--- config.mk ---
export PLATFORM = sky130hd
export DESIGN_NAME = windowed_char_converter_core
export DESIGN_NICKNAME = d
export VERILOG_FILES = /design/src/hdl/wcc_pkg.sv /design/src/hdl/wcc_front.sv /design/src/hdl/wcc_fifo.sv /design/src/hdl/wcc_back.sv /design/src/hdl/windowed_char_converter_core.sv
export SDC_FILE = /design/constraint.sdc
export NUM_CORES = 2
export LEC_CHECK = 0
export ABC_AREA = 1
export BUFFER_PORTS_ARGS = -buffer_cell sky130_fd_sc_hd__buf_4
export CAP_MARGIN = 20
export CORE_MARGIN = 1
export CORE_UTILIZATION = 30
export CTS_CLUSTER_SIZE = 28
export DETAILED_ROUTE_END_ITERATION = 10
export GPL_ROUTABILITY_DRIVEN = 0
export GPL_TIMING_DRIVEN = 1
export PLACE_DENSITY = 0.48
export SLEW_MARGIN = 20
export SYNTH_ARGS = -nofsm -noshare
export SYNTH_HDL_FRONTEND = slang
export SYNTH_HIERARCHICAL = 1
export SYNTH_SLANG_ARGS = --single-unit
--- constraint.sdc ---
create_clock -name aclk -period 4.06 [get_ports aclk]
set_input_delay 0.203 -clock aclk [delete_from_list [all_inputs] [get_ports aclk]]
set_output_delay 0.203 -clock aclk [all_outputs]
set_load 0.005 [all_outputs]
--- src/hdl/wcc_pkg.sv ---
`timescale 1ns / 1ps

package wcc_pkg;

    localparam int DEF_MAX_PAIRS  = 8;
    localparam int DEF_MARKER_MAX = 8;

    localparam int CHAR_W    = 8;
    localparam int REG_W     = 64;
    localparam int LEN_W     = 4;
    localparam int CFG_IDX_W = 3;

    localparam logic [CFG_IDX_W-1:0] CFG_FROM_CHARS    = 3'd0;
    localparam logic [CFG_IDX_W-1:0] CFG_TO_CHARS      = 3'd1;
    localparam logic [CFG_IDX_W-1:0] CFG_PAIR_COUNT    = 3'd2;
    localparam logic [CFG_IDX_W-1:0] CFG_AFTER_MARKER  = 3'd3;
    localparam logic [CFG_IDX_W-1:0] CFG_AFTER_LEN     = 3'd4;
    localparam logic [CFG_IDX_W-1:0] CFG_BEFORE_MARKER = 3'd5;
    localparam logic [CFG_IDX_W-1:0] CFG_BEFORE_LEN    = 3'd6;

    // one released byte on its way to the back end
    typedef struct packed {
        logic [CHAR_W-1:0] ch;
        logic              conv;
        logic              last;
    } wcc_item_t;

    typedef struct packed {
        logic [REG_W-1:0] after_marker;
        logic [LEN_W-1:0] after_len;
        logic [REG_W-1:0] before_marker;
        logic [LEN_W-1:0] before_len;
    } wcc_front_cfg_t;

    typedef struct packed {
        logic [REG_W-1:0] from_chars;
        logic [REG_W-1:0] to_chars;
        logic [LEN_W-1:0] pair_count;
    } wcc_back_cfg_t;

endpackage

--- src/hdl/wcc_front.sv ---
`timescale 1ns / 1ps

module wcc_front
    import wcc_pkg::*;
#(
    parameter int MARKER_MAX = DEF_MARKER_MAX
) (
    input  logic              aclk,
    input  logic              aresetn,
    input  wcc_front_cfg_t    cfg,
    input  logic              in_valid,
    output logic              in_ready,
    input  logic [CHAR_W-1:0] in_char,
    input  logic              in_last,
    output logic              o_valid,
    input  logic              o_ready,
    output wcc_item_t         o_item
);

    localparam int DEPTH  = 2 * MARKER_MAX;
    localparam int CW     = $clog2(DEPTH + 1);
    localparam int FW     = $clog2(MARKER_MAX + 1);
    localparam int HIST_W = CHAR_W * MARKER_MAX;

    logic [HIST_W-1:0] hist_reg, hist_next;
    logic [FW-1:0]     fill_reg, fill_next;
    logic              aseen_reg, aseen_next;
    logic              bseen_reg, bseen_next;
    logic [CW-1:0]     total_reg, total_next;
    logic [CW-1:0]     rel_reg, rel_next;

    logic [CHAR_W-1:0] q_ch_reg   [DEPTH];
    logic              q_open_reg [DEPTH];
    logic              q_last_reg [DEPTH];
    logic [CHAR_W-1:0] q_ch_next  [DEPTH];
    logic              q_open_next[DEPTH];
    logic              q_last_next[DEPTH];

    logic [HIST_W+CHAR_W-1:0] hist_cat;
    logic [HIST_W-1:0]        hist_n;
    logic [FW-1:0]            fill_n;
    logic [LEN_W-1:0]         alen, blen, keep;
    logic                     ahit, bhit, open_now, clr;
    logic                     take, drain;
    logic [CW-1:0]            total_in, hcnt, hinc, keepc, new_held;

    function automatic logic marker_hit(
        input logic [HIST_W-1:0] hist,
        input logic [REG_W-1:0]  marker,
        input logic [LEN_W-1:0]  len,
        input logic [FW-1:0]     fill
    );
        logic hit;
        logic ok;
        hit = 1'b0;
        for (int l = 1; l <= MARKER_MAX; l++) begin
            ok = 1'b1;
            for (int i = 0; i < l; i++) begin
                if (hist[CHAR_W*(MARKER_MAX-l+i) +: CHAR_W] != marker[CHAR_W*i +: CHAR_W])
                    ok = 1'b0;
            end
            if (len == LEN_W'(l) && LEN_W'(fill) >= len)
                hit = ok;
        end
        return hit;
    endfunction

    assign take     = in_valid && in_ready;
    assign drain    = (rel_reg != '0) && o_ready;
    assign in_ready = (total_reg < CW'(DEPTH));
    assign o_valid  = (rel_reg != '0);
    assign o_item   = '{ch: q_ch_reg[0], conv: q_open_reg[0], last: q_last_reg[0]};

    always_comb begin
        hist_cat = {in_char, hist_reg};
        hist_n   = hist_cat[HIST_W+CHAR_W-1:CHAR_W];
        fill_n   = (fill_reg == FW'(MARKER_MAX)) ? fill_reg : fill_reg + FW'(1);

        alen = (cfg.after_len > LEN_W'(MARKER_MAX)) ? LEN_W'(MARKER_MAX) : cfg.after_len;
        blen = (cfg.before_len > LEN_W'(MARKER_MAX)) ? LEN_W'(MARKER_MAX) : cfg.before_len;
        keep = (blen != '0) ? blen - LEN_W'(1) : '0;

        open_now = (alen == '0) || aseen_reg;
        ahit = !aseen_reg && marker_hit(hist_n, cfg.after_marker, alen, fill_n);
        bhit = !bseen_reg && marker_hit(hist_n, cfg.before_marker, blen, fill_n);
        clr  = take && (bseen_reg || bhit);

        hcnt     = total_reg - rel_reg;
        hinc     = hcnt + CW'(1);
        keepc    = CW'(keep);
        new_held = (in_last || bseen_reg || bhit) ? '0 :
                   ((hinc < keepc) ? hinc : keepc);
        total_in = total_reg - CW'(drain);

        total_next = total_in;
        rel_next   = rel_reg - CW'(drain);
        hist_next  = hist_reg;
        fill_next  = fill_reg;
        aseen_next = aseen_reg;
        bseen_next = bseen_reg;

        if (take) begin
            total_next = total_in + CW'(1);
            rel_next   = total_in + CW'(1) - new_held;
            if (in_last) begin
                hist_next  = '0;
                fill_next  = '0;
                aseen_next = 1'b0;
                bseen_next = 1'b0;
            end else begin
                hist_next  = hist_n;
                fill_next  = fill_n;
                aseen_next = aseen_reg || ahit;
                bseen_next = bseen_reg || bhit;
            end
        end

        for (int i = 0; i < DEPTH; i++) begin
            if (drain && i < DEPTH - 1) begin
                q_ch_next[i]   = q_ch_reg[(i+1) % DEPTH];
                q_last_next[i] = q_last_reg[(i+1) % DEPTH];
                q_open_next[i] = q_open_reg[(i+1) % DEPTH] &&
                                 !(clr && CW'(i + 1) >= rel_reg);
            end else begin
                q_ch_next[i]   = q_ch_reg[i];
                q_last_next[i] = q_last_reg[i];
                q_open_next[i] = q_open_reg[i] && !(clr && CW'(i) >= rel_reg);
            end
            if (take && CW'(i) == total_in) begin
                q_ch_next[i]   = in_char;
                q_last_next[i] = in_last;
                q_open_next[i] = open_now && !clr;
            end
        end
    end

    always_ff @(posedge aclk) begin
        if (!aresetn) begin
            hist_reg  <= '0;
            fill_reg  <= '0;
            aseen_reg <= 1'b0;
            bseen_reg <= 1'b0;
            total_reg <= '0;
            rel_reg   <= '0;
        end else begin
            hist_reg  <= hist_next;
            fill_reg  <= fill_next;
            aseen_reg <= aseen_next;
            bseen_reg <= bseen_next;
            total_reg <= total_next;
            rel_reg   <= rel_next;
        end
    end

    always_ff @(posedge aclk) begin
        for (int i = 0; i < DEPTH; i++) begin
            q_ch_reg[i]   <= q_ch_next[i];
            q_open_reg[i] <= q_open_next[i];
            q_last_reg[i] <= q_last_next[i];
        end
    end

endmodule

--- src/hdl/wcc_fifo.sv ---
`timescale 1ns / 1ps

module wcc_fifo #(
    parameter int WIDTH = 10
) (
    input  logic             aclk,
    input  logic             aresetn,
    input  logic             in_valid,
    output logic             in_ready,
    input  logic [WIDTH-1:0] in_data,
    output logic             out_valid,
    input  logic             out_ready,
    output logic [WIDTH-1:0] out_data
);

    logic [WIDTH-1:0] d0_reg, d0_next;
    logic [WIDTH-1:0] d1_reg, d1_next;
    logic [1:0]       cnt_reg, cnt_next;
    logic             push, pop;

    assign in_ready  = (cnt_reg != 2'd2);
    assign out_valid = (cnt_reg != 2'd0);
    assign out_data  = d0_reg;
    assign push      = in_valid && in_ready;
    assign pop       = out_valid && out_ready;

    always_comb begin
        cnt_next = cnt_reg + 2'(push) - 2'(pop);
        d0_next  = d0_reg;
        d1_next  = d1_reg;
        if (pop) begin
            d0_next = (cnt_reg == 2'd2) ? d1_reg : in_data;
        end else if (push && cnt_reg == 2'd0) begin
            d0_next = in_data;
        end
        if (push && cnt_reg == 2'd1 && !pop) begin
            d1_next = in_data;
        end
    end

    always_ff @(posedge aclk) begin
        if (!aresetn) begin
            cnt_reg <= 2'd0;
        end else begin
            cnt_reg <= cnt_next;
        end
    end

    always_ff @(posedge aclk) begin
        d0_reg <= d0_next;
        d1_reg <= d1_next;
    end

endmodule

--- src/hdl/wcc_back.sv ---
`timescale 1ns / 1ps

module wcc_back
    import wcc_pkg::*;
#(
    parameter int MAX_PAIRS = DEF_MAX_PAIRS
) (
    input  logic              aclk,
    input  logic              aresetn,
    input  wcc_back_cfg_t     cfg,
    input  logic              in_valid,
    output logic              in_ready,
    input  wcc_item_t         in_item,
    output logic              m_tvalid,
    input  logic              m_tready,
    output logic [CHAR_W-1:0] m_tdata,
    output logic              m_tlast
);

    logic              tvalid_reg, tvalid_next;
    logic [CHAR_W-1:0] tdata_reg;
    logic              tlast_reg;
    logic [CHAR_W-1:0] xlat;
    logic [LEN_W-1:0]  pcnt;
    logic              found, load;

    assign in_ready = !tvalid_reg || m_tready;
    assign load     = in_valid && in_ready;
    assign m_tvalid = tvalid_reg;
    assign m_tdata  = tdata_reg;
    assign m_tlast  = tlast_reg;

    // first matching pair wins
    always_comb begin
        pcnt  = (cfg.pair_count > LEN_W'(MAX_PAIRS)) ? LEN_W'(MAX_PAIRS) : cfg.pair_count;
        xlat  = in_item.ch;
        found = 1'b0;
        for (int k = 0; k < MAX_PAIRS; k++) begin
            if (!found && LEN_W'(k) < pcnt &&
                cfg.from_chars[CHAR_W*k +: CHAR_W] == in_item.ch) begin
                found = 1'b1;
                xlat  = cfg.to_chars[CHAR_W*k +: CHAR_W];
            end
        end
        tvalid_next = load ? 1'b1 : (tvalid_reg && !m_tready);
    end

    always_ff @(posedge aclk) begin
        if (!aresetn) begin
            tvalid_reg <= 1'b0;
        end else begin
            tvalid_reg <= tvalid_next;
        end
    end

    always_ff @(posedge aclk) begin
        if (load) begin
            tdata_reg <= in_item.conv ? xlat : in_item.ch;
            tlast_reg <= in_item.last;
        end
    end

endmodule

--- src/hdl/windowed_char_converter_core.sv ---
`timescale 1ns / 1ps

// Windowed character converter.
// Input stream s_*: one byte per word, tlast on the final byte of a field.
// Output stream m_*: the same bytes in the same order, those inside the
// window translated through the first matching from/to pair; tlast stays
// on the field's final byte.
// Config channel cfg_*: index 0..6 selects from_chars, to_chars, pair_count,
// after_marker, after_len, before_marker, before_len; cfg_ready is always
// high. Write only while no field is in flight.
// While m_tready is high, bytes go in and out one per cycle, and so do the
// held bytes that the final byte releases. A byte passes the front queue,
// the two-word queue and the output register, and waits for the before_len-1
// later bytes while a BEFORE match is still possible. The front queue holds
// 2*MARKER_MAX bytes, so the next field is taken while the last one drains.
// Reset clears the config registers and all per-field state.
// When m_tready is low, results back up through the output register and a
// two-word queue into the front queue; s_tready drops once that is full.

module windowed_char_converter_core
    import wcc_pkg::*;
#(
    parameter int MAX_PAIRS  = DEF_MAX_PAIRS,
    parameter int MARKER_MAX = DEF_MARKER_MAX
) (
    input  logic                 aclk,
    input  logic                 aresetn,
    input  logic                 cfg_valid,
    output logic                 cfg_ready,
    input  logic [CFG_IDX_W-1:0] cfg_index,
    input  logic [REG_W-1:0]     cfg_data,
    input  logic                 s_tvalid,
    output logic                 s_tready,
    input  logic [CHAR_W-1:0]    s_tdata,   // [7:0] in_char
    input  logic                 s_tlast,
    output logic                 m_tvalid,
    input  logic                 m_tready,
    output logic [CHAR_W-1:0]    m_tdata,   // [7:0] out_char
    output logic                 m_tlast
);

    localparam int ITEM_W = $bits(wcc_item_t);

    wcc_front_cfg_t fcfg_reg;
    wcc_back_cfg_t  bcfg_reg;
    logic           wr;

    logic      f_valid, f_ready, b_valid, b_ready;
    wcc_item_t f_item, b_item;

    assign cfg_ready = 1'b1;
    assign wr        = cfg_valid && cfg_ready;

    always_ff @(posedge aclk) begin
        if (!aresetn) begin
            fcfg_reg <= '0;
            bcfg_reg <= '0;
        end else if (wr) begin
            case (cfg_index)
                CFG_FROM_CHARS:    bcfg_reg.from_chars    <= cfg_data;
                CFG_TO_CHARS:      bcfg_reg.to_chars      <= cfg_data;
                CFG_PAIR_COUNT:    bcfg_reg.pair_count    <= cfg_data[LEN_W-1:0];
                CFG_AFTER_MARKER:  fcfg_reg.after_marker  <= cfg_data;
                CFG_AFTER_LEN:     fcfg_reg.after_len     <= cfg_data[LEN_W-1:0];
                CFG_BEFORE_MARKER: fcfg_reg.before_marker <= cfg_data;
                CFG_BEFORE_LEN:    fcfg_reg.before_len    <= cfg_data[LEN_W-1:0];
                default: begin
                end
            endcase
        end
    end

    wcc_front #(
        .MARKER_MAX (MARKER_MAX)
    ) u_front (
        .aclk     (aclk),
        .aresetn  (aresetn),
        .cfg      (fcfg_reg),
        .in_valid (s_tvalid),
        .in_ready (s_tready),
        .in_char  (s_tdata),
        .in_last  (s_tlast),
        .o_valid  (f_valid),
        .o_ready  (f_ready),
        .o_item   (f_item)
    );

    wcc_fifo #(
        .WIDTH (ITEM_W)
    ) u_fifo (
        .aclk      (aclk),
        .aresetn   (aresetn),
        .in_valid  (f_valid),
        .in_ready  (f_ready),
        .in_data   (f_item),
        .out_valid (b_valid),
        .out_ready (b_ready),
        .out_data  (b_item)
    );

    wcc_back #(
        .MAX_PAIRS (MAX_PAIRS)
    ) u_back (
        .aclk     (aclk),
        .aresetn  (aresetn),
        .cfg      (bcfg_reg),
        .in_valid (b_valid),
        .in_ready (b_ready),
        .in_item  (b_item),
        .m_tvalid (m_tvalid),
        .m_tready (m_tready),
        .m_tdata  (m_tdata),
        .m_tlast  (m_tlast)
    );

endmodule

==> impl_metrics.tcl <==
set metrics [dict create \
    synth_cell_types 63 \
    setup_tns_ns 0 \
    seqCellArea_sq_mm 0.0124 \
    r2r_cells 21 \
    grt_antenna_before_repair 1 \
    cts-root-buf "sky130_fd_sc_hd__clkbuf_16" \
    start_kind "register" \
    critical_path_class "register to register" \
    sequential_element_share_of_the_synthesized_area 0.378 \
    grt_pass1_vias 29600 \
    dominantRegCellSynth "sky130_fd_sc_hd__dfxtp_1" \
    worstHoldStart "cfg_data[48]" \
    drive_above_1_share 0.0950 \
    die_w_microns 332 \
    async_flop_share 0 \
    cts_tree "done" \
    dpl_worst_slack_ns 0.361 \
    grt_util_all_layers 0.240 \
    place.port_buffers 91 \
    floorplan.rows 120 \
    layout_worst_path_cycle_share 0.967 \
    synthesized_area_per_cell_sq_um 6.98 \
    hold_path_class "input pin to register" \
    area.growth.synth_to_final_pct 13.8 \
    syn-num-nets 4804 \
    cts_made_buffers 60 \
    cts.repair_timing.setup_buffer_count 0 \
    timing.final.hold_violations 0 \
    setup_viol 0 \
    fmaxAchievable_mhz 255 \
    cts.reportedPaths.clkPinSlew_ns 0.06 \
    netlist_instances 4686 \
    synth_edf_count 173 \
    hold_depth 5 \
    io-pin-count 93 \
    finClkSkew_ns 0.0273 \
    cp_slowest_stage_delay_ns 0.94 \
    largest_register_ff_count 136 \
    total_inserted_antenna_cells 0 \
    maxCapViolations 0 \
    maximum_number_of_pins_on_one_net_before_global_route_repair 101 \
    synth.yosys.warnings 6 \
    cts_sinks 532 \
    routed_wirelength_microns 137000 \
    worst_case_clock_buffer_depth 3 \
    drt_first_pass_iters 7 \
    crit_path_cell_trace "buf_4, inv_1, nand2_1, nand4_1, nor4_1, nand2_1, nor2_1, nand2_1, a21oi_2, nand2_1, nand2_1, nand2_2, nand3_1, inv_1, o211ai_1, ha_1, nand2_1, nand2_1, a31oi_1, xor2_1, a21oi_1" \
    tightestPinTransition_ns 1.03 \
    rsz0062_at_grt "no" \
    worst-path-max-fanout 9 \
    regToRegEndpoint "u_front/rel_reg[3]" \
    synth.cell_area_sq_mm 0.0327 \
    grt_pass1_wl_microns 200000 \
    layout.nets 4818 \
    final.setup.worst_slack_ns 0.134 \
    filler_cell_count 11500 \
    grt_remaining_overflow 0 \
    vias_per_cell 5.22 \
    initial_utilization 0.304 \
    fin_crit_ns 3.93 \
    hpwl_microns 98500 \
    antenna_violating_nets_post_route 0 \
    wl_per_cell_microns 22.2 \
    worst-endpoint-arrival_ns 4.45 \
    leakage_uw 0.0157 \
    instances_no_fill 6152 \
    die_height_microns 332 \
    critical_path.reg2reg.startpoint "u_front/hist_reg[52]" \
    cts_htree_levels 2 \
    critical-path-slowest-cell "sky130_fd_sc_hd__dfxtp_1" \
    final-max-slew-violation-count 0 \
    vdd.ir_drop.worst_v 0.000412 \
    multi_input_comb_area_sq_mm 0.0171 \
    whs_endpoint "bcfg_reg[116]" \
    max-slew-margin-rel 0.293 \
    regToRegSetupSlack_ns 0.13 \
    setup.worst_path.start "u_front/hist_reg[52]" \
    drc 0 \
    dr_total_vias 32100 \
    numPlacedInstances 5996 \
    path_common_cell "sky130_fd_sc_hd__nand2_1" \
    critical_path_required_ns 4.59 \
    initial_drc_count 3729 \
    core-area_sq_mm 0.108 \
    status "completed" \
    power_per_unit_of_standard_cell_area_mw_per_mm2 544 \
    critical_path.endpoint_type "register" \
    design.die.area_sq_mm 0.110 \
    synth_seq_cells 532 \
    clk-insertion-delay-late_ns 0.64 \
]
## cells in the mapped netlist, drive strengths merged (2+ instances only)
cell / count / share of area
a21oi: 103 / 0.016
buf: 213 / 0.038
nand3b: 3 / 0.00069
conb: 2 / 0.00023
a221oi: 12 / 0.0032
nand3: 402 / 0.064
nand4: 134 / 0.026
o211ai: 5 / 0.0011
clkbuf: 138 / 0.016
clkinv: 8 / 0.00092
and2: 2 / 0.00038
o22ai: 69 / 0.013
edfxtp: 173 / 0.16
nor3b: 2 / 0.00046
fa: 2 / 0.0012
o21a: 2 / 0.00046
nor2: 766 / 0.091
a21o: 2 / 0.00046
nand2: 1170 / 0.14
a21boi: 3 / 0.00069
o21ai: 194 / 0.030
or2: 14 / 0.0027
a22o: 2 / 0.00054
nor4: 51 / 0.0097
a2111oi: 3 / 0.00080
xnor2: 204 / 0.055
nor4b: 3 / 0.00080
o2111ai: 6 / 0.0016
xor2: 158 / 0.043
a211oi: 8 / 0.0018
nor3: 43 / 0.0071
dfxtp: 359 / 0.22
a31oi: 4 / 0.00076
inv: 383 / 0.044
ha: 35 / 0.013
## critical path: cells and delay by family (launching register included)
family | cells | cell delay [ns]
and+or+nand+nor | 12 | 1.45
DFF | 1 | 0.94
AOI/OAI and AO/OA | 4 | 0.51
buffers and inverters | 3 | 0.39
adders and majority gates | 1 | 0.31
xor gates and xnor gates | 1 | 0.20
## where the power goes
part           switching (uW)  total (uW)  internal [uW]
clock                    2350        5630           3280
combinational            4490        6760           2270
sequential                704        7870           7170
## logic make-up after synthesis
| kind of cell | synth area share |
|---|---|
| and+or+nand+nor | 0.338 |
| buffers and inverters | 0.0993 |
| DFF | 0.378 |
| AOI/OAI and AO/OA | 0.0721 |
| xor gates and xnor gates | 0.0971 |
| adders and majority gates | 0.0146 |
| other | 0.000229 |
## metrics by stage
| stage | utilization | power, uW | hold WS (ns) | instance area [sq um] |
|---|---|---|---|---|
| 3_5_place_dp | 0.323 | 14600 | 0.406 | 34800 |
| 3_3_place_gp | 0.323 | 14600 | 0.407 | 34800 |
| 6_report | 0.346 | 20300 | 0.0218 | 37200 |
| 2_1_floorplan | - | 12300 | 0.301 | 32700 |
| 5_1_grt | 0.346 | 21500 | 0.0161 | 37200 |
| 4_1_cts | 0.346 | 20400 | 0.000864 | 37200 |
## cell usage in the layout, fill, tap and decap left out, types with 7 or more instances in the layout
master                          Yosys  layout
sky130_fd_sc_hd__xor2_1           157     157
sky130_fd_sc_hd__inv_1            354     354
sky130_fd_sc_hd__o22ai_1           69      69
sky130_fd_sc_hd__a221oi_1          12      12
sky130_fd_sc_hd__nand3_1          393     393
sky130_fd_sc_hd__buf_12             0       7
sky130_fd_sc_hd__edfxtp_1         173     173
sky130_fd_sc_hd__dlygate4sd3_1      0      44
sky130_fd_sc_hd__or2_2             14      14
sky130_fd_sc_hd__buf_4             37     250
sky130_fd_sc_hd__clkbuf_1         137      11
sky130_fd_sc_hd__xnor2_1          204     204
sky130_fd_sc_hd__ha_1              35      35
sky130_fd_sc_hd__nand2_1         1160    1159
sky130_fd_sc_hd__nor4_1            51      50
sky130_fd_sc_hd__nand4_1          133     133
sky130_fd_sc_hd__clkinv_2           0      16
sky130_fd_sc_hd__clkinv_1           8      11
sky130_fd_sc_hd__clkbuf_8           0      12
sky130_fd_sc_hd__nor3_1            41      41
sky130_fd_sc_hd__a211oi_1           8       8
sky130_fd_sc_hd__inv_2             26      26
sky130_fd_sc_hd__clkbuf_16          0      61
sky130_fd_sc_hd__dfxtp_1          359     356
sky130_fd_sc_hd__nor2_4            12      16
sky130_fd_sc_hd__o21ai_0          190     190
sky130_fd_sc_hd__nor2_1           747     744
sky130_fd_sc_hd__a21oi_1          102     102
## worst max path at each step
stage / to / slack [ns]
floorplan: u_front/q_ch_reg[1][24] / 0.49
finish: u_front/rel_reg[3] / 0.13
global route: u_front/rel_reg[3] / 0.02
detailed placement: u_front/rel_reg[4] / 0.36
global placement: u_front/rel_reg[4] / 0.32
CTS: u_front/rel_reg[4] / 0.33
## routing by layer
metal	routed length (microns)	global-route usage	up-vias
li1	-	-	15100
met4	7710	0.114	0
met1	58100	0.321	15000
met5	0	0	-
met3	12700	0.0546	458
met2	58300	0.364	1593
## final cells by class
class / instances / share of cell area
multi-input combinational: 3412 / 0.460
clock buffer: 84 / 0.0465
clock inverter: 27 / 0.00776
tap: 1403 / 0.0471
sequential: 532 / 0.333
inverter: 391 / 0.0396
timing repair buffer: 303 / 0.0665
## repair_timing
action                                 in CTS  in global routing
endpoints found under the hold margin     118                  0
hold buffers                               44                  0
setup endpoints to repair                   0                  1
gates resized for setup                     0                  3
Note: power is estimated with default switching activity, not from simulation.
